<file path="src/stream_pattern_replace_core_assert.svh">
// Assertion macros shared by the stream pattern replace RTL.
// Each macro samples on the rising edge of clk and is disabled while rst_n is low.
`ifndef STREAM_PATTERN_REPLACE_CORE_ASSERT_SVH
`define STREAM_PATTERN_REPLACE_CORE_ASSERT_SVH

// The consequent must hold in the same cycle as the antecedent.
`define SPR_ASSERT_SAME(name, ante, cons) \
    name: assert property (@(posedge clk) disable iff (!rst_n) (ante) |-> (cons)) \
        else $error("spr assertion failed");

// The consequent must hold in the cycle after the antecedent.
`define SPR_ASSERT_NEXT(name, ante, cons) \
    name: assert property (@(posedge clk) disable iff (!rst_n) (ante) |=> (cons)) \
        else $error("spr assertion failed");

`endif

</file>
<file path="src/spr_pkg.sv">
// Package for the stream pattern replace block: sizes, register indexes and the
// structs passed between the window logic and the top level. No dependencies.
`timescale 1ns / 1ps

package spr_pkg;

    localparam int MAX_PATTERN     = 8;
    localparam int MAX_REPLACEMENT = 8;

    // Effective length caps: the register fields hold at most eight bytes.
    localparam int PLEN_MAX = (MAX_PATTERN < 8) ? MAX_PATTERN : 8;
    localparam int RLEN_MAX = (MAX_REPLACEMENT < 8) ? MAX_REPLACEMENT : 8;

    localparam int BYTE_W      = 8;
    localparam int CNT_W       = 4;
    localparam int WIN_W       = BYTE_W * PLEN_MAX;
    localparam int BURST_BYTES = 8;
    localparam int BURST_W     = BYTE_W * BURST_BYTES;
    localparam int PTR_W       = $clog2(BURST_BYTES);
    localparam int CFG_IDX_W   = 8;
    localparam int CFG_DATA_W  = 64;

    localparam logic [CFG_IDX_W-1:0] REG_PATTERN_BYTES      = CFG_IDX_W'(0);
    localparam logic [CFG_IDX_W-1:0] REG_PATTERN_LENGTH     = CFG_IDX_W'(1);
    localparam logic [CFG_IDX_W-1:0] REG_REPLACEMENT_BYTES  = CFG_IDX_W'(2);
    localparam logic [CFG_IDX_W-1:0] REG_REPLACEMENT_LENGTH = CFG_IDX_W'(3);

    typedef struct packed {
        logic [63:0]      pattern_bytes;
        logic [CNT_W-1:0] pattern_length;
        logic [63:0]      replacement_bytes;
        logic [CNT_W-1:0] replacement_length;
    } spr_cfg_t;

    // The words produced by one input byte, handed to the output buffer.
    typedef struct packed {
        logic               valid;
        logic [BURST_W-1:0] data;
        logic [CNT_W-1:0]   cnt;
        logic               present;
        logic               last;
    } spr_burst_t;

endpackage

</file>
<file path="src/stream_pattern_replace_core.sv">
// Top level of the stream pattern replace block: configuration registers, the
// pending-byte window (spr_window) and the output word buffer. Uses spr_pkg.
`timescale 1ns / 1ps
`include "stream_pattern_replace_core_assert.svh"

// Streaming search and replace. Each input word is one text byte; the block
// replaces every leftmost, non-overlapping occurrence of the configured
// pattern (1 to 8 bytes) with the configured replacement (0 to 8 bytes) and
// marks the final output word of each text with out_last. A text whose last
// byte completes a deleted match ends with a single empty word (out_present
// low). An accepted byte is processed in the cycle it is taken and its
// output words appear from the output buffer on the next cycle. The
// buffer sends one word per cycle while out_ready is high: a byte that
// yields at most one word lets the next byte in every cycle, while a byte
// that yields n words (a replacement, or the flush at end of text) holds
// the input back, since the next byte is taken only in the cycle the
// buffer's final word is accepted. Configuration writes take effect on the
// next cycle and must only happen while the block is idle.
module stream_pattern_replace_core (
    input  logic                           clk,
    input  logic                           rst_n,
    input  logic                           cfg_write,
    input  logic [spr_pkg::CFG_IDX_W-1:0]  cfg_index,
    input  logic [spr_pkg::CFG_DATA_W-1:0] cfg_data,
    input  logic                           in_valid,
    output logic                           in_ready,
    input  logic [7:0]                     in_byte,
    input  logic                           in_last,
    output logic                           out_valid,
    input  logic                           out_ready,
    output logic [7:0]                     out_byte,
    output logic                           out_present,
    output logic                           out_last
);
    import spr_pkg::*;

    spr_cfg_t           cfg_reg;
    spr_burst_t         burst;
    logic               take;
    logic               buf_valid_reg;
    logic [BURST_W-1:0] buf_data_reg;
    logic [CNT_W-1:0]   buf_cnt_reg;
    logic [PTR_W-1:0]   buf_ptr_reg;
    logic               buf_present_reg;
    logic               buf_last_reg;
    logic               ptr_final;
    logic               out_take;
    logic               finishing;

    // Configuration registers; writes beyond the register list are dropped.
    always_ff @(posedge clk or negedge rst_n)
    begin
        if (!rst_n)
        begin
            cfg_reg.pattern_bytes      <= '0;
            cfg_reg.pattern_length     <= CNT_W'(1);
            cfg_reg.replacement_bytes  <= '0;
            cfg_reg.replacement_length <= '0;
        end
        else if (cfg_write)
        begin
            case (cfg_index)
                REG_PATTERN_BYTES:      cfg_reg.pattern_bytes      <= cfg_data[63:0];
                REG_PATTERN_LENGTH:     cfg_reg.pattern_length     <= cfg_data[CNT_W-1:0];
                REG_REPLACEMENT_BYTES:  cfg_reg.replacement_bytes  <= cfg_data[63:0];
                REG_REPLACEMENT_LENGTH: cfg_reg.replacement_length <= cfg_data[CNT_W-1:0];
                default:                ;
            endcase
        end
    end

    // The buffer drains one word per accepted output handshake; the input is
    // taken whenever the buffer is empty or sends its final word this cycle.
    assign ptr_final = (CNT_W'(buf_ptr_reg) == (buf_cnt_reg - 1'b1));
    assign out_take  = buf_valid_reg && out_ready;
    assign finishing = out_take && ptr_final;
    assign in_ready  = !buf_valid_reg || finishing;
    assign take      = in_valid && in_ready;

    spr_window u_window (
        .clk     (clk),
        .rst_n   (rst_n),
        .take    (take),
        .in_byte (in_byte),
        .in_last (in_last),
        .cfg     (cfg_reg),
        .burst   (burst)
    );

    always_ff @(posedge clk or negedge rst_n)
    begin
        if (!rst_n)
        begin
            buf_valid_reg <= 1'b0;
            buf_ptr_reg   <= '0;
        end
        else if (take)
        begin
            buf_valid_reg <= burst.valid;
            buf_ptr_reg   <= '0;
        end
        else if (out_take)
        begin
            if (ptr_final)
            begin
                buf_valid_reg <= 1'b0;
            end
            else
            begin
                buf_ptr_reg <= buf_ptr_reg + 1'b1;
            end
        end
    end

    // Payload of the buffer needs no reset; it is only read while valid.
    always_ff @(posedge clk)
    begin
        if (take)
        begin
            buf_data_reg    <= burst.data;
            buf_cnt_reg     <= burst.cnt;
            buf_present_reg <= burst.present;
            buf_last_reg    <= burst.last;
        end
    end

    assign out_valid   = buf_valid_reg;
    assign out_byte    = buf_data_reg[{buf_ptr_reg, 3'b000} +: BYTE_W];
    assign out_present = buf_present_reg;
    assign out_last    = buf_last_reg && ptr_final;

    `SPR_ASSERT_SAME(a_ptr_in_range, buf_valid_reg, CNT_W'(buf_ptr_reg) < buf_cnt_reg)
    `SPR_ASSERT_SAME(a_marker_alone, buf_valid_reg && !buf_present_reg, (buf_cnt_reg == CNT_W'(1)) && buf_last_reg)
    `SPR_ASSERT_NEXT(a_ptr_advance, out_take && !ptr_final, buf_valid_reg && (buf_ptr_reg == $past(buf_ptr_reg) + 1'b1))

endmodule

</file>
<file path="src/spr_window.sv">
// Pending-byte window of the stream pattern replace block: appends a byte,
// checks the pattern and works out the burst of words it causes. Uses spr_pkg.
`timescale 1ns / 1ps
`include "stream_pattern_replace_core_assert.svh"

module spr_window (
    input  logic                clk,
    input  logic                rst_n,
    input  logic                take,
    input  logic [7:0]          in_byte,
    input  logic                in_last,
    input  spr_pkg::spr_cfg_t   cfg,
    output spr_pkg::spr_burst_t burst
);
    import spr_pkg::*;

    logic [WIN_W-1:0]    win_reg;
    logic [WIN_W-1:0]    win_next;
    logic [CNT_W-1:0]    count_reg;
    logic [CNT_W-1:0]    count_next;
    logic [CNT_W-1:0]    plen;
    logic [CNT_W-1:0]    rlen;
    logic [CNT_W-1:0]    fill;
    logic [CNT_W-1:0]    emit_cnt;
    logic [WIN_W-1:0]    win_fill;
    logic [PLEN_MAX-1:0] byte_eq;
    logic                match;

    always_comb
    begin
        plen = cfg.pattern_length;
        if (plen == '0)
        begin
            plen = CNT_W'(1);
        end
        else if (plen > CNT_W'(PLEN_MAX))
        begin
            plen = CNT_W'(PLEN_MAX);
        end

        rlen = cfg.replacement_length;
        if (rlen > CNT_W'(RLEN_MAX))
        begin
            rlen = CNT_W'(RLEN_MAX);
        end

        // Bytes above the fill level are always zero, so the new byte is ORed in.
        fill     = count_reg + 1'b1;
        win_fill = win_reg | (WIN_W'(in_byte) << {count_reg, 3'b000});

        for (int i = 0; i < PLEN_MAX; i++)
        begin
            byte_eq[i] = (CNT_W'(i) >= plen) ||
                         (win_fill[BYTE_W*i +: BYTE_W] == cfg.pattern_bytes[BYTE_W*i +: BYTE_W]);
        end
        match = (fill == plen) && (&byte_eq);

        // Without a match the oldest bytes leave until one less than the
        // pattern length remains; the end of text flushes everything.
        if (in_last)
        begin
            emit_cnt = fill;
        end
        else if (fill >= plen)
        begin
            emit_cnt = fill - plen + 1'b1;
        end
        else
        begin
            emit_cnt = '0;
        end

        burst.present = 1'b1;
        burst.last    = in_last;
        if (match)
        begin
            burst.data = BURST_W'(cfg.replacement_bytes);
            burst.cnt  = rlen;
            win_next   = '0;
            count_next = '0;
        end
        else
        begin
            burst.data = BURST_W'(win_fill);
            burst.cnt  = emit_cnt;
            win_next   = win_fill >> {emit_cnt, 3'b000};
            count_next = fill - emit_cnt;
        end

        // A deleted match on the final byte leaves nothing: send an empty marker.
        if (match && (rlen == '0) && in_last)
        begin
            burst.data    = '0;
            burst.cnt     = CNT_W'(1);
            burst.present = 1'b0;
        end
        burst.valid = (burst.cnt != '0) || in_last;
    end

    always_ff @(posedge clk or negedge rst_n)
    begin
        if (!rst_n)
        begin
            win_reg   <= '0;
            count_reg <= '0;
        end
        else if (take)
        begin
            win_reg   <= win_next;
            count_reg <= count_next;
        end
    end

    `SPR_ASSERT_SAME(a_count_below_cap, 1'b1, count_reg < CNT_W'(PLEN_MAX))
    `SPR_ASSERT_NEXT(a_last_empties_window, take && in_last, (count_reg == '0) && (win_reg == '0))
    `SPR_ASSERT_NEXT(a_window_holds, !take, $stable(win_reg) && $stable(count_reg))

endmodule
</file>
<file path="config.mk">
export PLATFORM = sky130hd
export DESIGN_NAME = stream_pattern_replace_core
export DESIGN_NICKNAME = d
export VERILOG_FILES = /design/src/spr_pkg.sv /design/src/stream_pattern_replace_core.sv /design/src/spr_window.sv
export VERILOG_INCLUDE_DIRS = /design/src /design/src/src
export SDC_FILE = /design/constraint.sdc
export NUM_CORES = 1
export LEC_CHECK = 0
export ABC_CLOCK_PERIOD_IN_PS = 4700
export BUFFER_PORTS_ARGS = -buffer_cell sky130_fd_sc_hd__buf_2
export CORE_ASPECT_RATIO = 1.75
export CORE_MARGIN = 8
export CORE_UTILIZATION = 60
export CTS_CLUSTER_DIAMETER = 60
export DETAILED_ROUTE_END_ITERATION = 12
export PLACE_DENSITY = 0.79
export SYNTH_ARGS = -nofsm -noshare
export SYNTH_HDL_FRONTEND = slang
export SYNTH_SLANG_ARGS = --single-unit
</file>
<file path="constraint.sdc">
create_clock -name clk -period 4.7 [get_ports clk]
set_clock_uncertainty 0.2 [all_clocks]
set_input_delay 0.47 -clock clk [delete_from_list [all_inputs] [get_ports clk]]
set_output_delay 0.47 -clock clk [all_outputs]
set_load 0.01 [all_outputs]
</file>
* Word-level counts from Yosys, hierarchy flattened
Index checks and enable logic that the tools add are counted.
Cells by class: add/subtract/negate cells 6, magnitude comparators 11, equal/unequal tests 14, shift operators 3, multiplexer cells 15, bitwise gates (word level) 1, reduce and logical (&&, ||, !) cells 31
Operator list (number):
- two-way mux 68 bit | 1
- equality test 8 bit | 8
- two-way mux 64 bit | 1
- bitwise OR 64 bit | 1
- indexed part select 64 x 7 -> 8 bit | 1
- left shift 8 x 7 -> 64 bit | 1
- right shift 64 x 7 -> 64 bit | 1
- two-way mux 4 bit | 6
- equality test 8 x 2 -> 1 bit (second input constant) | 2
- >= comparator 3 x 4 -> 1 bit (first input constant) | 4
- AND reduction 2 bit | 6
- logical OR 1 bit | 10
- two-way mux 3 bit | 3
- adder 4 x 1 -> 4 bit (second input constant) | 2
- equality test 8 x 1 -> 1 bit (second input constant) | 1
- >= comparator 1 x 4 -> 1 bit (first input constant) | 2
- >= comparator 2 x 4 -> 1 bit (first input constant) | 2
- greater-than comparator 4 bit (second input constant) | 2
- zero test 4 bit | 2
- zero test 8 bit | 1
- AND reduction 8 bit | 1
- subtractor 4 bit | 2
- logical AND 1 bit | 7
- two-way mux 5 bit | 1
- other kinds (10) | 13
Storage, ports and cells: register bits 278

* Longest topological paths before layout
word-level depth 13, mapped depth 18, mapped depth without buffers 14

* By module
Synthesis repeated with hierarchy kept, for this count alone.
Unflattened totals: cell total of the unflattened synthesis 1334, area, all modules 15602.5 um2
By module, submodules not included:
- stream_pattern_replace_core | instances 1, cells an instance 433, area an instance 8026.4 um2
- spr_window | instances 1, cells an instance 901, area an instance 7576.0 um2

* Worst setup path after synthesis
OpenSTA, ideal clock, no wires.
kind register to register, from register buf_ptr_reg[0], to register buf_cnt_reg[0], enable pin, data arrival time 3.280 ns, path slack 0.794 ns, cell stages (with the launch flop) 11, path buffers 3, clock period less this slack 3.906 ns, cell sequence dfrtp_1 -> clkbuf_1 -> xnor2_1 -> nor2_1 -> and3_1 -> nand2_1 -> nand2_1 -> nand2_1 -> clkbuf_1 -> clkbuf_1 -> inv_1
Between the ends: word-level cells in the longest chain between the ends 4
RTL lines:
- from (decl) | RTL line stream_pattern_replace_core.sv:43 | logic [PTR_W-1:0] buf_ptr_reg;
- from (signal assigned) | RTL line stream_pattern_replace_core.sv:110 | buf_ptr_reg <= buf_ptr_reg + 1'b1;
- equality test 3 x 4 -> 1 bit | RTL line stream_pattern_replace_core.sv:74 | assign ptr_final = (CNT_W'(buf_ptr_reg) == (buf_cnt_reg - 1'b1));
- logical AND 1 bit | RTL line stream_pattern_replace_core.sv:76 | assign finishing = out_take && ptr_final;
- logical OR 1 bit | RTL line stream_pattern_replace_core.sv:77 | assign in_ready = !buf_valid_reg || finishing;
- net in_ready | RTL line stream_pattern_replace_core.sv:26 | output logic in_ready,
- logical AND 1 bit | RTL line stream_pattern_replace_core.sv:78 | assign take = in_valid && in_ready;
- net take | RTL line stream_pattern_replace_core.sv:39 | logic take;
- to (signal assigned) | RTL line stream_pattern_replace_core.sv:121 | buf_cnt_reg <= burst.cnt;
- to (decl) | RTL line stream_pattern_replace_core.sv:42 | logic [CNT_W-1:0] buf_cnt_reg;
The timed path passes the listed nets, and every way through them passes these cells. A chain may end at the register's enable or synchronous reset.

* Worst setup path after layout
from register u_window.count_reg[2], to register u_window.win_reg[6]
Between the ends: word-level cells in the longest chain between the ends 7, elaborated cells between the ends (all ways) 29
RTL lines:
- from (decl) | RTL line spr_window.sv:19 | logic [CNT_W-1:0] count_reg;
- from (signal assigned) | RTL line spr_window.sv:110 | count_reg <= count_next;
- adder 4 x 1 -> 4 bit / left shift 8 x 7 -> 64 bit (equally long branches) | RTL line spr_window.sv:48, spr_window.sv:49
- subtractor 4 bit / bitwise OR 64 bit (equally long branches) | RTL line spr_window.sv:66, spr_window.sv:49
- adder 4 x 1 -> 4 bit / equality test 8 bit (equally long branches) | RTL line spr_window.sv:66, spr_window.sv:54
- two-way mux 4 bit / logical OR 1 bit (equally long branches) | RTL line spr_window.sv:64, spr_window.sv:53
- two-way mux 4 bit / AND reduction 8 bit (equally long branches) | RTL line spr_window.sv:60, spr_window.sv:56
- right shift 64 x 7 -> 64 bit / logical AND 1 bit (equally long branches) | RTL line spr_window.sv:86, spr_window.sv:56
- two-way mux 64 bit * | RTL line spr_window.sv:75 | if (match)
- to (signal assigned) | RTL line spr_window.sv:109 | win_reg <= win_next;
- to (decl) | RTL line spr_window.sv:17 | logic [WIN_W-1:0] win_reg;
Every way passes the cells marked *; elsewhere a longest branch is shown, timed or not.

==> flow_summary.json <==
{
  "maximum_clock_frequency_mhz": 227,
  "syn_inst": 1463,
  "cp-start-kind": "register",
  "path_max_fanout": 56,
  "ant_nets": 0,
  "synth_area_leaders": "sky130_fd_sc_hd__dfrtp_1, sky130_fd_sc_hd__edfxtp_1, sky130_fd_sc_hd__mux2_2",
  "p_total_mw": 10.3,
  "power.switching_fraction": 0.416,
  "cp_cell_sequence": "nand4b_1, nand2_1, ha_1, o211a_1, o21ai_0, mux2_2, buf_4, mux2_2, nor2_1, a31oi_1, a21oi_1, a22o_1",
  "cts_max_level": 1,
  "grt_max_degree": 97,
  "post-cts-setup-buffer-count": 0,
  "detail_route.drc_violations": 0,
  "setup_violations": 0,
  "grt_overflow_total": 0,
  "drtIter0Drc": 1381,
  "power.share.clock": 0.220,
  "synth_commonest_cells": "sky130_fd_sc_hd__dfrtp_1, sky130_fd_sc_hd__nand2_1, sky130_fd_sc_hd__mux2_2, sky130_fd_sc_hd__o21ai_0, sky130_fd_sc_hd__clkbuf_1",
  "synth_enable_flop_cells": 70,
  "synth_async_sr_flop_share": 0.748,
  "clk_pin_slew_worst_paths_ps": 70,
  "hold_path_class": "primary input to register",
  "setup_repair_after_global_routing_missed_its_margin": "no",
  "critical_path.slowest_cell": "sky130_fd_sc_hd__dfrtp_1",
  "fraction_of_final_layout_cells_with_drive_strength_greater_than_1": 0.239,
  "p_int_mw": 6.02,
  "cts_made_buffers": 26,
  "period_minus_slack_ps": 4400,
  "core.rowCount": 77,
  "final-max-slew-violation-count": 0,
  "drt-wirelength-per-cell_um": 26.2,
  "boundaryPins": 98,
  "drtPass1Iterations": 6,
  "synth-main-ff-cell": "sky130_fd_sc_hd__dfrtp_1",
  "cellPowerDensity_nw_per_um2": 583,
  "yosysSeqAreaShare": 0.483,
  "grt_first_pass_wirelength_um": 76900,
  "gpl.final_weighted_congestion": 1.01,
  "area_growth_syn_to_layout_pct": 16.7,
  "arrival_ps": 4640,
  "cts-root-buf": "sky130_fd_sc_hd__clkbuf_16",
  "criticalPathCategory": "register to register",
  "timing_worst_slew_pin_value_ps": 1010,
  "timing.final.hold_violations": 0,
  "synth.largest_area_cell": "sky130_fd_sc_hd__dfrtp_1",
  "cts_tree": "built",
  "io_buffer_count": 97,
  "cpPeakStageDelay_ps": 690,
  "routed_wl_um": 50600,
  "diodes_inserted": 0,
  "synth_cell_types": 58,
  "worst_skew_pair.late_latency_ps": 550,
  "p_comb_frac": 0.470,
  "run_status": "completed",
  "die_x_um": 136,
  "syn-num-nets": 1565,
  "synthesis.area_per_instance_sq_um": 10.4,
  "largest_register_ffs": 136,
  "ys_warn_count": 0,
  "timing.critical_path.to_type": "register",
  "crit_family": "compound AO/OA/AOI/OAI gates",
  "start_util": 0.605,
  "number_of_global_route_vias_before_repair": 13000,
  "synth_top_area_frac": 0.342,
  "seq_power_share": 0.310,
  "grtUsageTotal": 0.331,
  "finalCoreUtilization": 0.706,
  "core-area_sq_um": 25000,
  "path_common_cell": "sky130_fd_sc_hd__mux2_2",
  "antenna_found_initial": 0,
  "timing.critical_path.buf_inv": 1,
  "mappedNetlistArea_sq_um": 15100,
  "dp_hpwl_um": 35600,
  "post_synthesis_register_bit_count": 278,
  "cts_sinks": 278,
  "timing.final.crit_share": 0.937,
  "nNetsFinal": 1694,
  "synth.most_common_cell": "sky130_fd_sc_hd__dfrtp_1",
  "vdd.ir_drop.worst_v": 0.000391,
  "clock_path_buffers": 3,
  "cellLeakagePower_nw": 7.61,
  "routed_via_density": 6.78,
  "floorplan.die.height_um": 226,
  "maxCapViolations": 0,
  "die_area_sq_um": 30800,
  "fin_setup_tns_ps": 0,
  "dr_total_vias": 13100,
  "netSwitchingPower_mw": 4.29,
  "n_fill_cell": 1831,
  "slew_headroom": 0.327,
  "required_ps": 4940
}
[power groups by stage]
stage               combinational, mW  clock (mW)  sequential, mW
global placement                 4.61           0            3.21
finish                           4.85        2.26            3.20
detailed placement               4.65           0            3.23
floorplan                        3.13           0            3.07
CTS                              4.72        2.28            3.18
global route                     5.15        2.36            3.22
[layout by cell type (no fill, tap or decap), drive strengths merged, types with 30 or more instances in the layout]
cell	instances
o22ai	36
a21oi	86
nor2	75
dlygate4sd3	61
buf	160
a211oi	54
edfxtp	70
xnor2	30
mux2	154
nand2	186
dfrtp	207
o21ai	108
a22o	51
clkbuf	39
nand3	86
[final timing paths]
kind                                  startpoint                   to  slack [ps]  depth (start not counted)
min                                 cfg_data[40]         cfg_reg[112]          20                          2
max                        u_window.count_reg[2]  u_window.win_reg[6]         300                         12
max in group asynchronous                  rst_n          cfg_reg[30]        2900                          3
min reg2reg                           cfg_reg[5]           cfg_reg[5]         310                          1
min in group asynchronous                  rst_n       buf_ptr_reg[1]         310                          2
max reg2reg                u_window.count_reg[2]  u_window.win_reg[6]         300                         12
[routing by layer]
metal	global-route usage	wire length [um]	vias to the layer above
met5	0	0	-
met4	0.285	4730	0
met3	0.0465	3800	223
met2	0.544	24800	747
met1	0.371	17300	6424
li1	-	-	5678
[final cells by class]
class | instances | area (sq um) | share of cell area
inverters | 17 | 63.8 | 0.00361
well taps | 316 | 395 | 0.0224
flip-flops and latches | 278 | 7310 | 0.413
clock buffers | 38 | 757 | 0.0428
clock inverters | 10 | 146 | 0.00828
repair buffers | 222 | 1700 | 0.0961
multi-input cells | 1047 | 7310 | 0.413
[what timing repair did]
| item | in CTS | in global routing |
|---|---|---|
| hold buffers | 61 | 0 |
| setup endpoints to repair | 0 | 1 |
| hold endpoints to repair | 195 | 0 |
| resized for setup | 0 | 1 |
[stage by stage]
step | area (sq um) | worst slack, ps | hold slack, ps | instances
CTS | 17700 | 465 | 3.03 | 1928
detailed placement | 16200 | 512 | 294 | 1819
floorplan | 15100 | 794 | -25.6 | 1463
finish | 17700 | 296 | 15.8 | 1928
global route | 17700 | 98.9 | 6.89 | 1928
global placement | 16200 | 586 | 279 | 1819
[cells by family (layout without fill, tap and decap cells)]
logic type,count (synthesis),in the layout,share of synthesized area
buffers and inverters,138,287,0.0382
adders and majority gates,16,16,0.0147
muxes,187,187,0.150
xor gates and xnor gates,35,35,0.0202
and+or+nand+nor,402,402,0.121
DFF,278,278,0.483
AOI/OAI and AO/OA,407,407,0.173
Power figures use the tool's default switching activity.
